**config.mk**
```make
export PLATFORM = sky130hd
export DESIGN_NAME = ray_box_nearest_hit_core
export DESIGN_NICKNAME = d
export VERILOG_FILES = /design/src/rtl/rbnh_pkg.sv /design/src/rtl/rbnh_div.sv /design/src/rtl/rbnh_datapath.sv /design/src/rtl/rbnh_ctrl.sv /design/src/rtl/ray_box_nearest_hit_core.sv
export SDC_FILE = /design/constraint.sdc
export NUM_CORES = 2
export LEC_CHECK = 0
export BUFFER_PORTS_ARGS = -buffer_cell sky130_fd_sc_hd__buf_2
export CORE_ASPECT_RATIO = 1.2
export CORE_MARGIN = 1.5
export CORE_UTILIZATION = 55
export DETAILED_ROUTE_END_ITERATION = 16
export GPL_ROUTABILITY_DRIVEN = 0
export PLACE_DENSITY = 0.76
export SYNTH_ARGS = -nofsm -noshare
export SYNTH_HDL_FRONTEND = slang
export SYNTH_SLANG_ARGS = --single-unit
export TNS_END_PERCENT = 100
```
**constraint.sdc**
```tcl
create_clock -name clk -period 6.9 [get_ports clk]
set_input_delay 0.345 -clock clk [delete_from_list [all_inputs] [get_ports clk]]
set_output_delay 0.345 -clock clk [all_outputs]
set_load 0.02 [all_outputs]
```
**src/rtl/rbnh_pkg.sv**
```systemverilog
// ----------------------------------------------------------------------------
// rbnh_pkg: shared types and constants
// Controller states, command and status groups, and the fixed-point constants
// of the ray versus box nearest-hit core.
// ----------------------------------------------------------------------------
package rbnh_pkg;

	localparam int MAX_OBJECTS_DEF = 64;
	localparam int Q_W             = 32;
	localparam int DIV_STEPS       = 48;
	localparam int NUM_AXES        = 3;
	localparam int CFG_IDX_W       = 3;
	localparam int POS_OUT_W       = 6;

	localparam logic [2:0] CFG_ORIGIN_X = 3'd0;
	localparam logic [2:0] CFG_ORIGIN_Y = 3'd1;
	localparam logic [2:0] CFG_ORIGIN_Z = 3'd2;
	localparam logic [2:0] CFG_DIR_X    = 3'd3;
	localparam logic [2:0] CFG_DIR_Y    = 3'd4;
	localparam logic [2:0] CFG_DIR_Z    = 3'd5;

	localparam logic signed [Q_W-1:0] Q_MAX    = 32'sh7FFF_FFFF;
	localparam logic signed [Q_W-1:0] Q_MIN    = 32'sh8000_0000;
	localparam logic signed [Q_W-1:0] Q_ONE    = 32'sh0001_0000;
	localparam logic signed [Q_W-1:0] MISS_DIST = 32'shFFFF_0000;

	typedef enum logic [2:0] {
		S_IDLE,
		S_AXIS,
		S_WAIT_A,
		S_WAIT_B,
		S_BEST,
		S_EMIT
	} state_t;

	typedef struct packed {
		logic load;
		logic zchk;
		logic div_start;
		logic div_sel;
		logic t1_cap;
		logic axis_upd;
		logic best_upd;
		logic emit;
	} cmd_t;

	typedef struct packed {
		logic test;
		logic d_zero;
		logic axis_last;
		logic div_done;
		logic last;
		logic out_free;
	} status_t;

endpackage

```
**src/rtl/rbnh_div.sv**
```systemverilog
// ----------------------------------------------------------------------------
// rbnh_div: slab quotient divider
// Radix-2 restoring divide of (diff * 1.0) by a signed direction, one quotient
// bit a cycle, truncated toward zero and saturated to the Q16.16 range.
// ----------------------------------------------------------------------------
module rbnh_div (
	input  logic                     clk,
	input  logic                     arst_n,
	input  logic                     start,
	input  logic signed [32:0]       num,
	input  logic signed [31:0]       den,
	output logic                     done,
	output logic signed [31:0]       quot
);

	localparam int CNT_W = $clog2(rbnh_pkg::DIV_STEPS);

	logic              busy_q;
	logic              done_q;
	logic [CNT_W-1:0]  cnt_q;
	logic [47:0]       num_q;
	logic [31:0]       den_q;
	logic [31:0]       rem_q;
	logic [47:0]       quo_q;
	logic              neg_q;

	logic [32:0]       num_mag;
	logic [32:0]       den_mag;
	logic [32:0]       rem_sh;
	logic [32:0]       rem_sub;
	logic              ge;

	always_comb begin
		num_mag = num[32] ? (33'd0 - num) : num;
		den_mag = den[31] ? (33'd0 - {den[31], den}) : {den[31], den};
		rem_sh  = {rem_q, num_q[47]};
		rem_sub = rem_sh - {1'b0, den_q};
		ge      = rem_sh >= {1'b0, den_q};
	end

	always_ff @(posedge clk or negedge arst_n) begin
		if (!arst_n) begin
			busy_q <= 1'b0;
			done_q <= 1'b0;
			cnt_q  <= '0;
		end else if (start) begin
			busy_q <= 1'b1;
			done_q <= 1'b0;
			cnt_q  <= '0;
		end else if (busy_q) begin
			cnt_q <= cnt_q + 1'b1;
			if (cnt_q == CNT_W'(rbnh_pkg::DIV_STEPS - 1)) begin
				busy_q <= 1'b0;
				done_q <= 1'b1;
			end
		end else begin
			done_q <= 1'b0;
		end
	end

	always_ff @(posedge clk) begin
		if (start) begin
			num_q <= {num_mag[31:0], 16'd0};
			den_q <= den_mag[31:0];
			rem_q <= '0;
			quo_q <= '0;
			neg_q <= num[32] ^ den[31];
		end else if (busy_q) begin
			rem_q <= ge ? rem_sub[31:0] : rem_sh[31:0];
			quo_q <= {quo_q[46:0], ge};
			num_q <= {num_q[46:0], 1'b0};
		end
	end

	// saturate the magnitude, then apply the sign
	always_comb begin
		if (neg_q) begin
			if (quo_q > 48'h0000_8000_0000)
				quot = rbnh_pkg::Q_MIN;
			else
				quot = 32'sd0 - $signed(quo_q[31:0]);
		end else begin
			if (quo_q > 48'h0000_7FFF_FFFF)
				quot = rbnh_pkg::Q_MAX;
			else
				quot = $signed(quo_q[31:0]);
		end
	end

	assign done = done_q;

endmodule

```
**src/rtl/rbnh_datapath.sv**
```systemverilog
// ----------------------------------------------------------------------------
// rbnh_datapath: ray registers, box slab arithmetic and nearest-hit tracking
// Holds the ray, the current box, the running entry and exit distances, the
// best hit of the list and the result register.
// ----------------------------------------------------------------------------
module rbnh_datapath #(
	parameter int MAX_OBJECTS = rbnh_pkg::MAX_OBJECTS_DEF
) (
	input  logic                     clk,
	input  logic                     arst_n,
	input  rbnh_pkg::cmd_t           cmd,
	output rbnh_pkg::status_t        status,
	input  logic                     cfg_valid,
	input  logic [2:0]               cfg_index,
	input  logic [31:0]              cfg_data,
	input  logic signed [31:0]       box_min_x,
	input  logic signed [31:0]       box_min_y,
	input  logic signed [31:0]       box_min_z,
	input  logic signed [31:0]       box_max_x,
	input  logic signed [31:0]       box_max_y,
	input  logic signed [31:0]       box_max_z,
	input  logic                     object_valid,
	input  logic                     end_of_list,
	input  logic                     out_ready,
	output logic                     out_valid,
	output logic                     hit_found,
	output logic [5:0]               hit_index,
	output logic signed [31:0]       hit_distance,
	output logic                     list_overflow
);

	localparam int CNT_W = $clog2(MAX_OBJECTS + 2);

	logic signed [31:0] origin_q [3];
	logic signed [31:0] dir_q    [3];
	logic signed [31:0] bmin_q   [3];
	logic signed [31:0] bmax_q   [3];
	logic               last_q;
	logic               test_q;
	logic [1:0]         axis_q;
	logic               miss_q;
	logic signed [31:0] enter_q;
	logic signed [31:0] leave_q;
	logic signed [31:0] t1_q;

	logic [CNT_W-1:0]   count_q;
	logic               cut_q;
	logic               found_q;
	logic [5:0]         best_pos_q;
	logic signed [31:0] best_q;

	logic               out_valid_q;
	logic               out_found_q;
	logic [5:0]         out_index_q;
	logic signed [31:0] out_dist_q;
	logic               out_ovf_q;

	logic signed [31:0] o_ax, d_ax, a_ax, b_ax, lo_ax, hi_ax;
	logic signed [32:0] diff;
	logic signed [31:0] quot;
	logic signed [31:0] tn, tf;
	logic               div_done;
	logic [CNT_W+5:0]   pos_ext;
	logic               take;

	always_comb begin
		o_ax  = origin_q[axis_q];
		d_ax  = dir_q[axis_q];
		a_ax  = bmin_q[axis_q];
		b_ax  = bmax_q[axis_q];
		lo_ax = (a_ax < b_ax) ? a_ax : b_ax;
		hi_ax = (a_ax < b_ax) ? b_ax : a_ax;
		diff  = cmd.div_sel ? ({b_ax[31], b_ax} - {o_ax[31], o_ax})
		                    : ({a_ax[31], a_ax} - {o_ax[31], o_ax});
		tn    = (t1_q < quot) ? t1_q : quot;
		tf    = (t1_q < quot) ? quot : t1_q;
		pos_ext = {6'd0, count_q};
		take  = test_q && !miss_q && (leave_q > enter_q) && (!found_q || enter_q < best_q);
	end

	rbnh_div u_div (
		.clk    (clk),
		.arst_n (arst_n),
		.start  (cmd.div_start),
		.num    (diff),
		.den    (d_ax),
		.done   (div_done),
		.quot   (quot)
	);

	// ray registers
	always_ff @(posedge clk or negedge arst_n) begin
		if (!arst_n) begin
			for (int i = 0; i < 3; i++) begin
				origin_q[i] <= '0;
				dir_q[i]    <= '0;
			end
			dir_q[2] <= rbnh_pkg::Q_ONE;
		end else if (cfg_valid) begin
			unique case (cfg_index)
				rbnh_pkg::CFG_ORIGIN_X: origin_q[0] <= cfg_data;
				rbnh_pkg::CFG_ORIGIN_Y: origin_q[1] <= cfg_data;
				rbnh_pkg::CFG_ORIGIN_Z: origin_q[2] <= cfg_data;
				rbnh_pkg::CFG_DIR_X:    dir_q[0]    <= cfg_data;
				rbnh_pkg::CFG_DIR_Y:    dir_q[1]    <= cfg_data;
				rbnh_pkg::CFG_DIR_Z:    dir_q[2]    <= cfg_data;
				default: ;
			endcase
		end
	end

	// box payload and per-box slab state
	always_ff @(posedge clk) begin
		if (cmd.load) begin
			bmin_q[0] <= box_min_x;
			bmin_q[1] <= box_min_y;
			bmin_q[2] <= box_min_z;
			bmax_q[0] <= box_max_x;
			bmax_q[1] <= box_max_y;
			bmax_q[2] <= box_max_z;
			last_q    <= end_of_list;
			test_q    <= !cut_q && object_valid && (count_q < CNT_W'(MAX_OBJECTS));
			axis_q    <= '0;
			miss_q    <= 1'b0;
			enter_q   <= rbnh_pkg::Q_MIN;
			leave_q   <= rbnh_pkg::Q_MAX;
		end else begin
			if (cmd.zchk) begin
				miss_q <= miss_q | !((lo_ax <= o_ax) && (o_ax <= hi_ax));
				axis_q <= axis_q + 1'b1;
			end
			if (cmd.t1_cap)
				t1_q <= quot;
			if (cmd.axis_upd) begin
				if (tn > enter_q)
					enter_q <= tn;
				if (tf < leave_q)
					leave_q <= tf;
				axis_q <= axis_q + 1'b1;
			end
		end
	end

	// list state and result register
	always_ff @(posedge clk or negedge arst_n) begin
		if (!arst_n) begin
			count_q     <= '0;
			cut_q       <= 1'b0;
			found_q     <= 1'b0;
			best_pos_q  <= '0;
			best_q      <= '0;
			out_valid_q <= 1'b0;
		end else begin
			if (out_ready)
				out_valid_q <= 1'b0;
			if (cmd.load) begin
				if (count_q <= CNT_W'(MAX_OBJECTS))
					count_q <= count_q + 1'b1;
				if (!object_valid)
					cut_q <= 1'b1;
				best_pos_q <= best_pos_q;
			end
			if (cmd.best_upd && take) begin
				found_q    <= 1'b1;
				best_pos_q <= pos_ext[5:0] - 6'd1;
				best_q     <= enter_q;
			end
			if (cmd.emit) begin
				out_valid_q <= 1'b1;
				count_q     <= '0;
				cut_q       <= 1'b0;
				found_q     <= 1'b0;
				best_pos_q  <= '0;
				best_q      <= '0;
			end
		end
	end

	always_ff @(posedge clk) begin
		if (cmd.emit) begin
			out_found_q <= found_q;
			out_index_q <= found_q ? best_pos_q : 6'd0;
			out_dist_q  <= found_q ? best_q : rbnh_pkg::MISS_DIST;
			out_ovf_q   <= count_q > CNT_W'(MAX_OBJECTS);
		end
	end

	always_comb begin
		status.test      = test_q;
		status.d_zero    = (d_ax == 32'sd0);
		status.axis_last = (axis_q == 2'(rbnh_pkg::NUM_AXES - 1));
		status.div_done  = div_done;
		status.last      = last_q;
		status.out_free  = !out_valid_q || out_ready;
	end

	assign out_valid     = out_valid_q;
	assign hit_found     = out_found_q;
	assign hit_index     = out_index_q;
	assign hit_distance  = out_dist_q;
	assign list_overflow = out_ovf_q;

endmodule

```
**src/rtl/rbnh_ctrl.sv**
```systemverilog
// ----------------------------------------------------------------------------
// rbnh_ctrl: sequencer for one box
// Walks the three axes, issuing two slab divides per axis with a nonzero
// direction, then updates the best hit and hands the result on at list end.
// ----------------------------------------------------------------------------
module rbnh_ctrl (
	input  logic                 clk,
	input  logic                 arst_n,
	input  logic                 in_valid,
	output logic                 in_ready,
	input  rbnh_pkg::status_t    status,
	output rbnh_pkg::cmd_t       cmd
);

	rbnh_pkg::state_t state_q, state_d;

	always_ff @(posedge clk or negedge arst_n) begin
		if (!arst_n)
			state_q <= rbnh_pkg::S_IDLE;
		else
			state_q <= state_d;
	end

	always_comb begin
		state_d  = state_q;
		cmd      = '0;
		in_ready = 1'b0;
		unique case (state_q)
			rbnh_pkg::S_IDLE: begin
				in_ready = 1'b1;
				if (in_valid) begin
					cmd.load = 1'b1;
					state_d  = rbnh_pkg::S_AXIS;
				end
			end
			rbnh_pkg::S_AXIS: begin
				if (!status.test) begin
					state_d = rbnh_pkg::S_EMIT;
				end else if (status.d_zero) begin
					cmd.zchk = 1'b1;
					state_d  = status.axis_last ? rbnh_pkg::S_BEST : rbnh_pkg::S_AXIS;
				end else begin
					cmd.div_start = 1'b1;
					state_d       = rbnh_pkg::S_WAIT_A;
				end
			end
			rbnh_pkg::S_WAIT_A: begin
				if (status.div_done) begin
					cmd.t1_cap    = 1'b1;
					cmd.div_start = 1'b1;
					cmd.div_sel   = 1'b1;
					state_d       = rbnh_pkg::S_WAIT_B;
				end
			end
			rbnh_pkg::S_WAIT_B: begin
				if (status.div_done) begin
					cmd.axis_upd = 1'b1;
					state_d      = status.axis_last ? rbnh_pkg::S_BEST : rbnh_pkg::S_AXIS;
				end
			end
			rbnh_pkg::S_BEST: begin
				cmd.best_upd = 1'b1;
				state_d      = rbnh_pkg::S_EMIT;
			end
			rbnh_pkg::S_EMIT: begin
				if (!status.last) begin
					state_d = rbnh_pkg::S_IDLE;
				end else if (status.out_free) begin
					cmd.emit = 1'b1;
					state_d  = rbnh_pkg::S_IDLE;
				end
			end
			default: state_d = rbnh_pkg::S_IDLE;
		endcase
	end

endmodule

```
**src/rtl/ray_box_nearest_hit_core.sv**
```systemverilog
// ----------------------------------------------------------------------------
// ray_box_nearest_hit_core: nearest ray hit over a list of boxes
// One box a beat on the input; one result beat at the end of each list.
// ----------------------------------------------------------------------------
// The ray is written through the configuration channel (origin then direction,
// indexes 0 to 5, signed Q16.16); the user must write it only while the core is
// idle, which the core itself does not enforce. Each input beat is one box; the
// core keeps the nearest hit of the list and returns one result beat on the box
// marked end_of_list. Each zero-direction axis of a box gets a slab check and
// each other axis two divides, then the best hit is updated; untested boxes
// skip this. One box is in work at a time. The single shared 48-step radix-2
// divider computes the two slab distances of each axis in turn. A finished
// result waits in an output register while the next list starts.
module ray_box_nearest_hit_core #(
	parameter int MAX_OBJECTS = rbnh_pkg::MAX_OBJECTS_DEF
) (
	input  logic                 clk,
	input  logic                 arst_n,
	input  logic                 cfg_valid,
	output logic                 cfg_ready,
	input  logic [2:0]           cfg_index,
	input  logic [31:0]          cfg_data,
	input  logic                 in_valid,
	output logic                 in_ready,
	input  logic signed [31:0]   box_min_x,
	input  logic signed [31:0]   box_min_y,
	input  logic signed [31:0]   box_min_z,
	input  logic signed [31:0]   box_max_x,
	input  logic signed [31:0]   box_max_y,
	input  logic signed [31:0]   box_max_z,
	input  logic                 object_valid,
	input  logic                 end_of_list,
	output logic                 out_valid,
	input  logic                 out_ready,
	output logic                 hit_found,
	output logic [5:0]           hit_index,
	output logic signed [31:0]   hit_distance,
	output logic                 list_overflow
);

	rbnh_pkg::cmd_t    cmd;
	rbnh_pkg::status_t status;

	assign cfg_ready = 1'b1;

	rbnh_ctrl u_ctrl (
		.clk      (clk),
		.arst_n   (arst_n),
		.in_valid (in_valid),
		.in_ready (in_ready),
		.status   (status),
		.cmd      (cmd)
	);

	rbnh_datapath #(
		.MAX_OBJECTS (MAX_OBJECTS)
	) u_dp (
		.clk           (clk),
		.arst_n        (arst_n),
		.cmd           (cmd),
		.status        (status),
		.cfg_valid     (cfg_valid),
		.cfg_index     (cfg_index),
		.cfg_data      (cfg_data),
		.box_min_x     (box_min_x),
		.box_min_y     (box_min_y),
		.box_min_z     (box_min_z),
		.box_max_x     (box_max_x),
		.box_max_y     (box_max_y),
		.box_max_z     (box_max_z),
		.object_valid  (object_valid),
		.end_of_list   (end_of_list),
		.out_ready     (out_ready),
		.out_valid     (out_valid),
		.hit_found     (hit_found),
		.hit_index     (hit_index),
		.hit_distance  (hit_distance),
		.list_overflow (list_overflow)
	);

	// one box at a time: an accepted beat closes the input for the next cycle
	a_one_box: assert property (@(posedge clk) disable iff (!arst_n)
		in_valid && in_ready |=> !in_ready)
		else $error("input accepted while a box is in work");

	// the divider only finishes while a box is in work
	a_div_busy: assert property (@(posedge clk) disable iff (!arst_n)
		status.div_done |-> !in_ready)
		else $error("divider finished while idle");

	// a miss carries the miss distance and index zero
	a_miss_fmt: assert property (@(posedge clk) disable iff (!arst_n)
		out_valid && !hit_found |-> hit_distance == rbnh_pkg::MISS_DIST && hit_index == 6'd0)
		else $error("miss result malformed");

	// a result is only loaded when the output register is free
	a_no_overwrite: assert property (@(posedge clk) disable iff (!arst_n)
		cmd.emit |-> status.out_free)
		else $error("result register overwritten");

endmodule
```
======== Word-level counts from Yosys, hierarchy flattened ========
Memory sizes are Yosys's and may differ from the RTL's. A register that Yosys moved wholly into a read port is not among the register bits.
Index checks and enable logic that the tools add are counted.
storage, ports and cells
  RAM bits ................................ 192
  output and inout bits ................... 43
  flip-flop bits (word level) ............. 537
  memories ................................ 2
memory list
  memory       words  width  rd ports  clocked after memory_dff  write ports  line                 text
  u_dp.bmax_q  3      32     1         1                         3            rbnh_datapath.sv:37  logic signed [31:0] bmax_q [3];
  u_dp.bmin_q  3      32     1         1                         3            rbnh_datapath.sv:36  logic signed [31:0] bmin_q [3];
operators by class
  muxes and demuxes ....................... 74
  bitwise logic cells ..................... 4
  order comparisons ....................... 15
  reduce and logical (&&, ||, !) cells .... 35
  eq/ne operators ......................... 18
  add/sub/neg operators ................... 10
operator list
  cell                     count
  $mux W32                 15
  $bmux W32 S2             2
  $lt A32 B32 Y1           4
  $mux W48                 2
  $sub A1 B32 Y32 const A  3
  $sub A32 B32 Y33         2
  $gt A32 B32 Y1           2
  $le A32 B32 Y1           2
  $gt A48 B31 Y1 const B   1
  $gt A48 B32 Y1 const B   1
  $ge A33 B32 Y1           1
  $mux W33                 1
  $logic_not A32 Y1        1
  $sub A32 B32 Y32         1
  $mux W31                 1
  $mux W1                  27
  $mux W3                  9
  $mux W6                  4
  $reduce_and A2 Y1        11
  $mux W7                  3
  $pmux W3 S6              1
  $mux W2                  8
  $eq A3 B2 Y1 const B     4
  $eq A3 B3 Y1 const B     4
  other kinds (26)         46

======== Depth between registers and ports, before layout ========
  word-level depth ........................ 12
  gate-level depth with buffers ........... 36
  gate-level depth less buffers ........... 33

======== Modules after synthesis ========
A second synthesis with hierarchy kept.
second synthesis, totals
  cells, all modules ...................... 4261
  area, all modules ....................... 42413.2 µm²
by module, submodules not included
  module                    cells an instance  area an instance (µm²)  sequential area each (µm²)  instances
  rbnh_datapath             3093               32253.4                 15376.0                     1
  rbnh_div                  1123               9801.9                  3753.6                      1
  rbnh_ctrl                 43                 346.6                   75.1                        1
  ray_box_nearest_hit_core  2                  11.3                    0.0                         1

======== Least setup slack after synthesis ========
No wires, ideal clock.
  path type ............................... flip-flop to flip-flop
  start ................................... register u_ctrl.state_q[2]
  end ..................................... memory u_dp.bmax_q[0][0] (enable)
  library setup time ...................... 0.633 ns
  stages on the path, launching flop included .. 7
  buffers on the path ..................... 3
  period minus slack after synthesis ...... 7.898 ns
  arrival ................................. 7.265 ns
  slack ................................... -0.998 ns
  cells stage by stage .................... dfrtp_1 > clkbuf_1 > nor3_1 > nand2_1 > inv_2 > clkbuf_1 > buf_1
RTL lines
  item                    line                 text
  from (decl)             rbnh_ctrl.sv:15      rbnh_pkg::state_t state_q, state_d;
  from (signal assigned)  rbnh_ctrl.sv:19      state_q <= rbnh_pkg::S_IDLE;
  from (signal assigned)  rbnh_ctrl.sv:21      state_q <= state_d;
  to (decl)               rbnh_datapath.sv:37

======== Final worst setup path ========
  start ................................... register u_dp.u_div.quo_q[0]
  end ..................................... register u_dp.enter_q[12]
on the way
  cells in the longest elaborated chain, start to end .. 7
  elaborated cells between the ends (all ways) .. 10
  classes of those cells .................. add/sub (1); order compare (4); mux (4); reduce/logical (1)
RTL lines
  item                                    line                            text
  from (decl)                             rbnh_div.sv:24                  logic [47:0] quo_q;
  from (signal assigned)                  rbnh_div.sv:70                  quo_q <= {quo_q[46:0], ge};
  $gt A48 B31 Y1 (tied with other cells)  rbnh_div.sv:83                  if (quo_q > 48'h0000_7FFF_FFFF)
  $mux W32 (on tied branches)             rbnh_div.sv:83, rbnh_div.sv:78
  $mux W32 *                              rbnh_div.sv:77                  if (neg_q) begin
  named net u_dp.quot[12]                 rbnh_datapath.sv:60             logic signed [31:0] quot;
  $lt A32 B32 Y1 *                        rbnh_datapath.sv:75             tn = (t1_q < quot) ? t1_q : quot;
  $mux W32 *                              rbnh_datapath.sv:75
  named net u_dp.tn[1]                    rbnh_datapath.sv:61             logic signed [31:0] tn, tf;
  $gt A32 B32 Y1 *                        rbnh_datapath.sv:135            if (tn > enter_q)
  $reduce_and A2 Y1 (no source line) *    n/a
  to (signal assigned)                    rbnh_datapath.sv:125            enter_q <= rbnh_pkg::Q_MIN;
  to (signal assigned)                    rbnh_datapath.sv:136            enter_q <= tn;
  to (decl)                               rbnh_datapath.sv:42             logic signed [31:0] enter_q;
The timed path passes the listed nets; every way through them passes the cells marked *.
A chain may end at the register's enable or synchronous reset.

==> results.md <==
- The transition time at the pin with the least slew margin is 1.13 ns.
- The number of enable flip-flop cells after synthesis is 331.
- The number of global-route vias before repair is 34234.
- The maximum fanout along the worst path is 5.
- The critical path starts at u_dp.u_div.quo_q[0]$_SDFFE_PP0P_.
- The largest individual stage delay along the critical path comes from the cell or3b_4.
- The worst-case register-to-register setup slack is -0.27 ns.
- The smallest setup slack after layout is -0.269 ns.
- The number of hold-slack violations in the final timing report is 0.
- Buffers placed on the I/O ports in this run total 275.
- The kind of start point of the critical path is a flip-flop.
- The share of the Yosys chip area taken by registers is 0.450.
- The arrival time at the worst endpoint is 7.72 ns.
- The first global-routing pass estimated 181000 um of wire.
- In this run the horizontal extent of the chip is 257 um.
- Before antenna repair, the detailed router went through 6 iterations.
- The total via count in the routed design is 34574.
- The area of the mapped netlist is 42700 sq um.
- After detailed routing, the number of vias per cell comes to 5.91.
- The number of routed nets with antenna violations is 0.
- After synthesis the netlist holds a flip-flop and latch count of 731.
- Dividing the final minimum period by the clock period gives 1.04.
- The total setup violations reported at the end of the flow is 64.
- The die is 308 um tall.
- For this configuration, the core starts out at a cell density of 0.557.
- Between clock sinks in the finished design, the worst skew comes to 0.0215 ns.
- The initialized floorplan defines 111 standard-cell rows.
- In this run the critical register-to-register path is launched from u_dp.u_div.quo_q[0]$_SDFFE_PP0P_.
- For the worst-skew pair, the clock arrives at the later sink with an insertion delay of 0.65 ns.
- The area of the core is 76700 sq um.
- Setup repair after global routing could not meet its margin everywhere.
- During synthesis, Yosys emitted a total of 0 warnings.
- The proportion of register bits with asynchronous set or reset after synthesis is 0.343.
- The tightest slew margin relative to the limit is 0.244.
- Of the cells placed in the final design, the portion with a size suffix greater than 1 is 0.225.
- The net count after synthesis is 4707.
- The unique cell type count in the Yosys netlist is 81.
- The cell count after synthesis is 4149.
- The number of cells traversed by the worst register-to-register path is 34.
- The longest clock path from root to sink contains 3 buffers.
- The initial antenna violation count is 8.
- TritonCTS built the clock tree.
- For this run the aggregate overflow at the end of global routing stands at 0.
- The initial DRC count is 2436.
- The deepest level of the CTS H-tree is 3.
- The total routed wirelength is 119000 um.
- Once detailed placement completed, the half-perimeter wirelength came to 77300 um.
- The clock sink count is 731.
- The most used cell along the critical path is o21a_1.
- The layout-stage area growth over the synthesis result is 22.4%.
- Dividing the detail-routed wire length by the instance count gives 20.4 um.
- Across the run, the number of max-cap violations was 0.
- The highest clock frequency the design can meet is 139 MHz.
- The predominant post-synthesis flop cell is edfxtp_1.
- The commonest non-fill, non-tap cell in the layout is nor2_1.
- The class of the tightest hold or removal check is primary input to flip-flop.
- In this run the critical register-to-register path is captured at u_dp.enter_q[12]$_SDFFE_PP0P_.
- The worst setup path is captured at a flip-flop.
- The number of max-slew violations in the final report is 0.
- Entering global routing, the biggest net connects 191 pins.
- The post-route worst hold slack is 0.0291 ns.
- The cell sitting at the root of the clock tree is a clkbuf_16.
- The startpoint-to-endpoint class of the critical path is flip-flop to flip-flop.
- STA puts the critical path data required time at 7.45 ns.
- The floorplan step defined a die boundary enclosing 79300 sq um.
- The run finished, with violations left.
- After clock tree synthesis, the clock-pin slew on the worst setup and hold paths is 0.06 ns.
- The largest stage delay on the critical path is 0.37 ns.
- Before CTS, the worst setup slack after placement is -0.608 ns.
- For this run, the post-layout net count is 5317.
- The global router's overall resource usage is 0.286.
- The count of pins on the block boundary is 277.
- The worst path in the final design needs a cycle of 7.17 ns, including I/O delays and setup.
- For this run, design rule violations remaining after detail routing come to 0.
- The synthesized area divided by synthesized cell count is 10.3 sq um.
- The final reports fail on negative setup slack.
- Buffers inserted during clock tree synthesis total 76.
- The critical path ends at u_dp.enter_q[12]$_SDFFE_PP0P_.
- In the layout the commonest cells are nor2_1, edfxtp_1, mux2i_1.
[how the worst min path moves through the flow]
| stage | from | end | slack, ns | cells after the start |
|---|---|---|---|---|
| finish | cfg_data[21] | u_dp.dir_q[85]$_DFFE_PN0P_ | 0.03 | 2 |
| global route | cfg_data[21] | u_dp.origin_q[21]$_DFFE_PN0P_ | 0.03 | 2 |
| CTS | cfg_data[8] | u_dp.origin_q[8]$_DFFE_PN0P_ | 0.002 | 2 |
| detailed placement | arst_n | u_dp.u_div.cnt_q[0]$_DFFE_PN0P_ | 0.32 | 1 |
| global placement | arst_n | u_dp.u_div.cnt_q[3]$_DFFE_PN0P_ | 0.32 | 1 |
| floorplan | arst_n | u_ctrl.state_q[0]$_DFFE_PN0P_ | 0.05 | 0 |
[sequential cells by signal, indices dropped and copies added, names as in the netlist, 2 cells and up, named ones only]
name               count
u_dp.bmax_q           96
u_dp.bmin_q           96
u_dp.dir_q            96
u_dp.origin_q         96
u_dp.u_div.quo_q      48
u_dp.best_q           32
u_dp.enter_q          32
u_dp.hit_distance     32
u_dp.leave_q          32
u_dp.t1_q             32
u_dp.u_div.den_q      32
u_dp.u_div.num_q      32
u_dp.u_div.rem_q      32
u_dp.count_q           7
u_dp.best_pos_q        6
u_dp.hit_index         6
u_dp.u_div.cnt_q       6
u_ctrl.state_q         3
u_dp.axis_q            2
[worst max-delay path, delay by kind of cell (launching register included)]
kind                     cells  cell delay (ns)
AND/OR/NAND/NOR              8             2.03
adder cells (fa/ha/maj)      3             0.65
multiplexers                 1             0.33
AO/OA/AOI/OAI               15             2.77
flip-flops                   1             0.34
buffers and inverters        6             0.72
XOR/XNOR                     1             0.25
[cell families (layout without fill, tap and decap cells)]
kind of cell,count (synthesis),after routing,share of synthesized area
xor+xnor,94,94,0.0195
compound gates,826,826,0.122
simple gates,1095,1095,0.120
mux,607,607,0.151
other cells,1,8,0.0000879
fa+ha+maj,325,325,0.0956
buf+inv,470,1144,0.0422
flops,731,731,0.450
[layout make-up]
| class | instances | area [sq um] |
|---|---|---|
| multi-input cells | 2948 | 22500 |
| well taps | 1017 | 1270 |
| clock inverters | 35 | 404 |
| diodes | 7 | 17.5 |
| clock buffers | 107 | 2120 |
| repair buffers | 727 | 5670 |
| fillers | 5487 | 24400 |
| flip-flops and latches | 731 | 19200 |
| inverters | 275 | 1040 |
[cells in the mapped netlist (6+ instances only)]
cell type    n  area share
or2_2       18      0.0026
a211o_1      6      0.0012
a2111oi_0    8      0.0016
inv_1      273       0.024
nand2b_1    32      0.0047
or4_1        9      0.0016
a22oi_1      7      0.0012
nor4_1      22      0.0032
a311oi_1    14      0.0029
nor2b_1     32      0.0047
buf_1       33      0.0029
nor3b_1     10      0.0018
o21a_1      43      0.0076
nand3_1     70      0.0082
xor2_1      33      0.0068
or3_1       48      0.0070
o21ai_0    171       0.020
o311ai_0    25      0.0051
dfxtp_1    149       0.070
edfxtp_1   331        0.23
buf_2        7     0.00082
mux2i_1    315       0.074
and2_1      16      0.0023
nand4_1     62      0.0091
o31ai_1     14      0.0025
dfrtp_1    250        0.15
nor3_1      85       0.010
ha_1       322       0.094
o211ai_1    15      0.0026
o31a_1       9      0.0018
and3_1      16      0.0023
o2bb2ai_1    7      0.0014
a21oi_1    286       0.034
a211oi_1    23      0.0040
o22ai_1      7      0.0010
xnor2_1     60       0.012
nor2_1     392       0.034
a21o_1      91       0.016
a31oi_1     38      0.0056
nand2_1    257       0.023
nor4b_1      7      0.0014
o21bai_1     6      0.0011
a21boi_0    13      0.0023
mux2_2     291       0.077
clkbuf_1   151       0.013
[per-layer routing]
metal | GRT usage | vias to the layer above | share of wire
met5 | 0 | - | 0.000092
met4 | 0.158 | 2 | 0.058
met3 | 0.0371 | 337 | 0.047
met2 | 0.515 | 1158 | 0.51
met1 | 0.329 | 16797 | 0.39
li1 | - | 16280 | -
[what timing repair did]
item / CTS / global route
cloned: 5 / 7
setup endpoints to repair: 65 / 65
resized for setup: 81 / 100
hold buffers: 196 / 0
pin swaps: 12 / 49
buffers inserted: 24 / 23
endpoints found under the hold margin: 258 / 0
[per-stage QoR]
step,instance area [sq um],utilization,setup TNS (ns),instances
CTS,51500,0.671,-0.00593,5810
global placement,46300,0.604,-17.92,5443
finish,52200,0.681,-12.62,5847
global route,52200,0.681,-29.19,5847
detailed placement,46300,0.604,-30.75,5443
floorplan,42800,-,0,4149
Power is not shown: default switching activity piles up to over one toggle a cycle in this logic, so the estimate is an artifact.
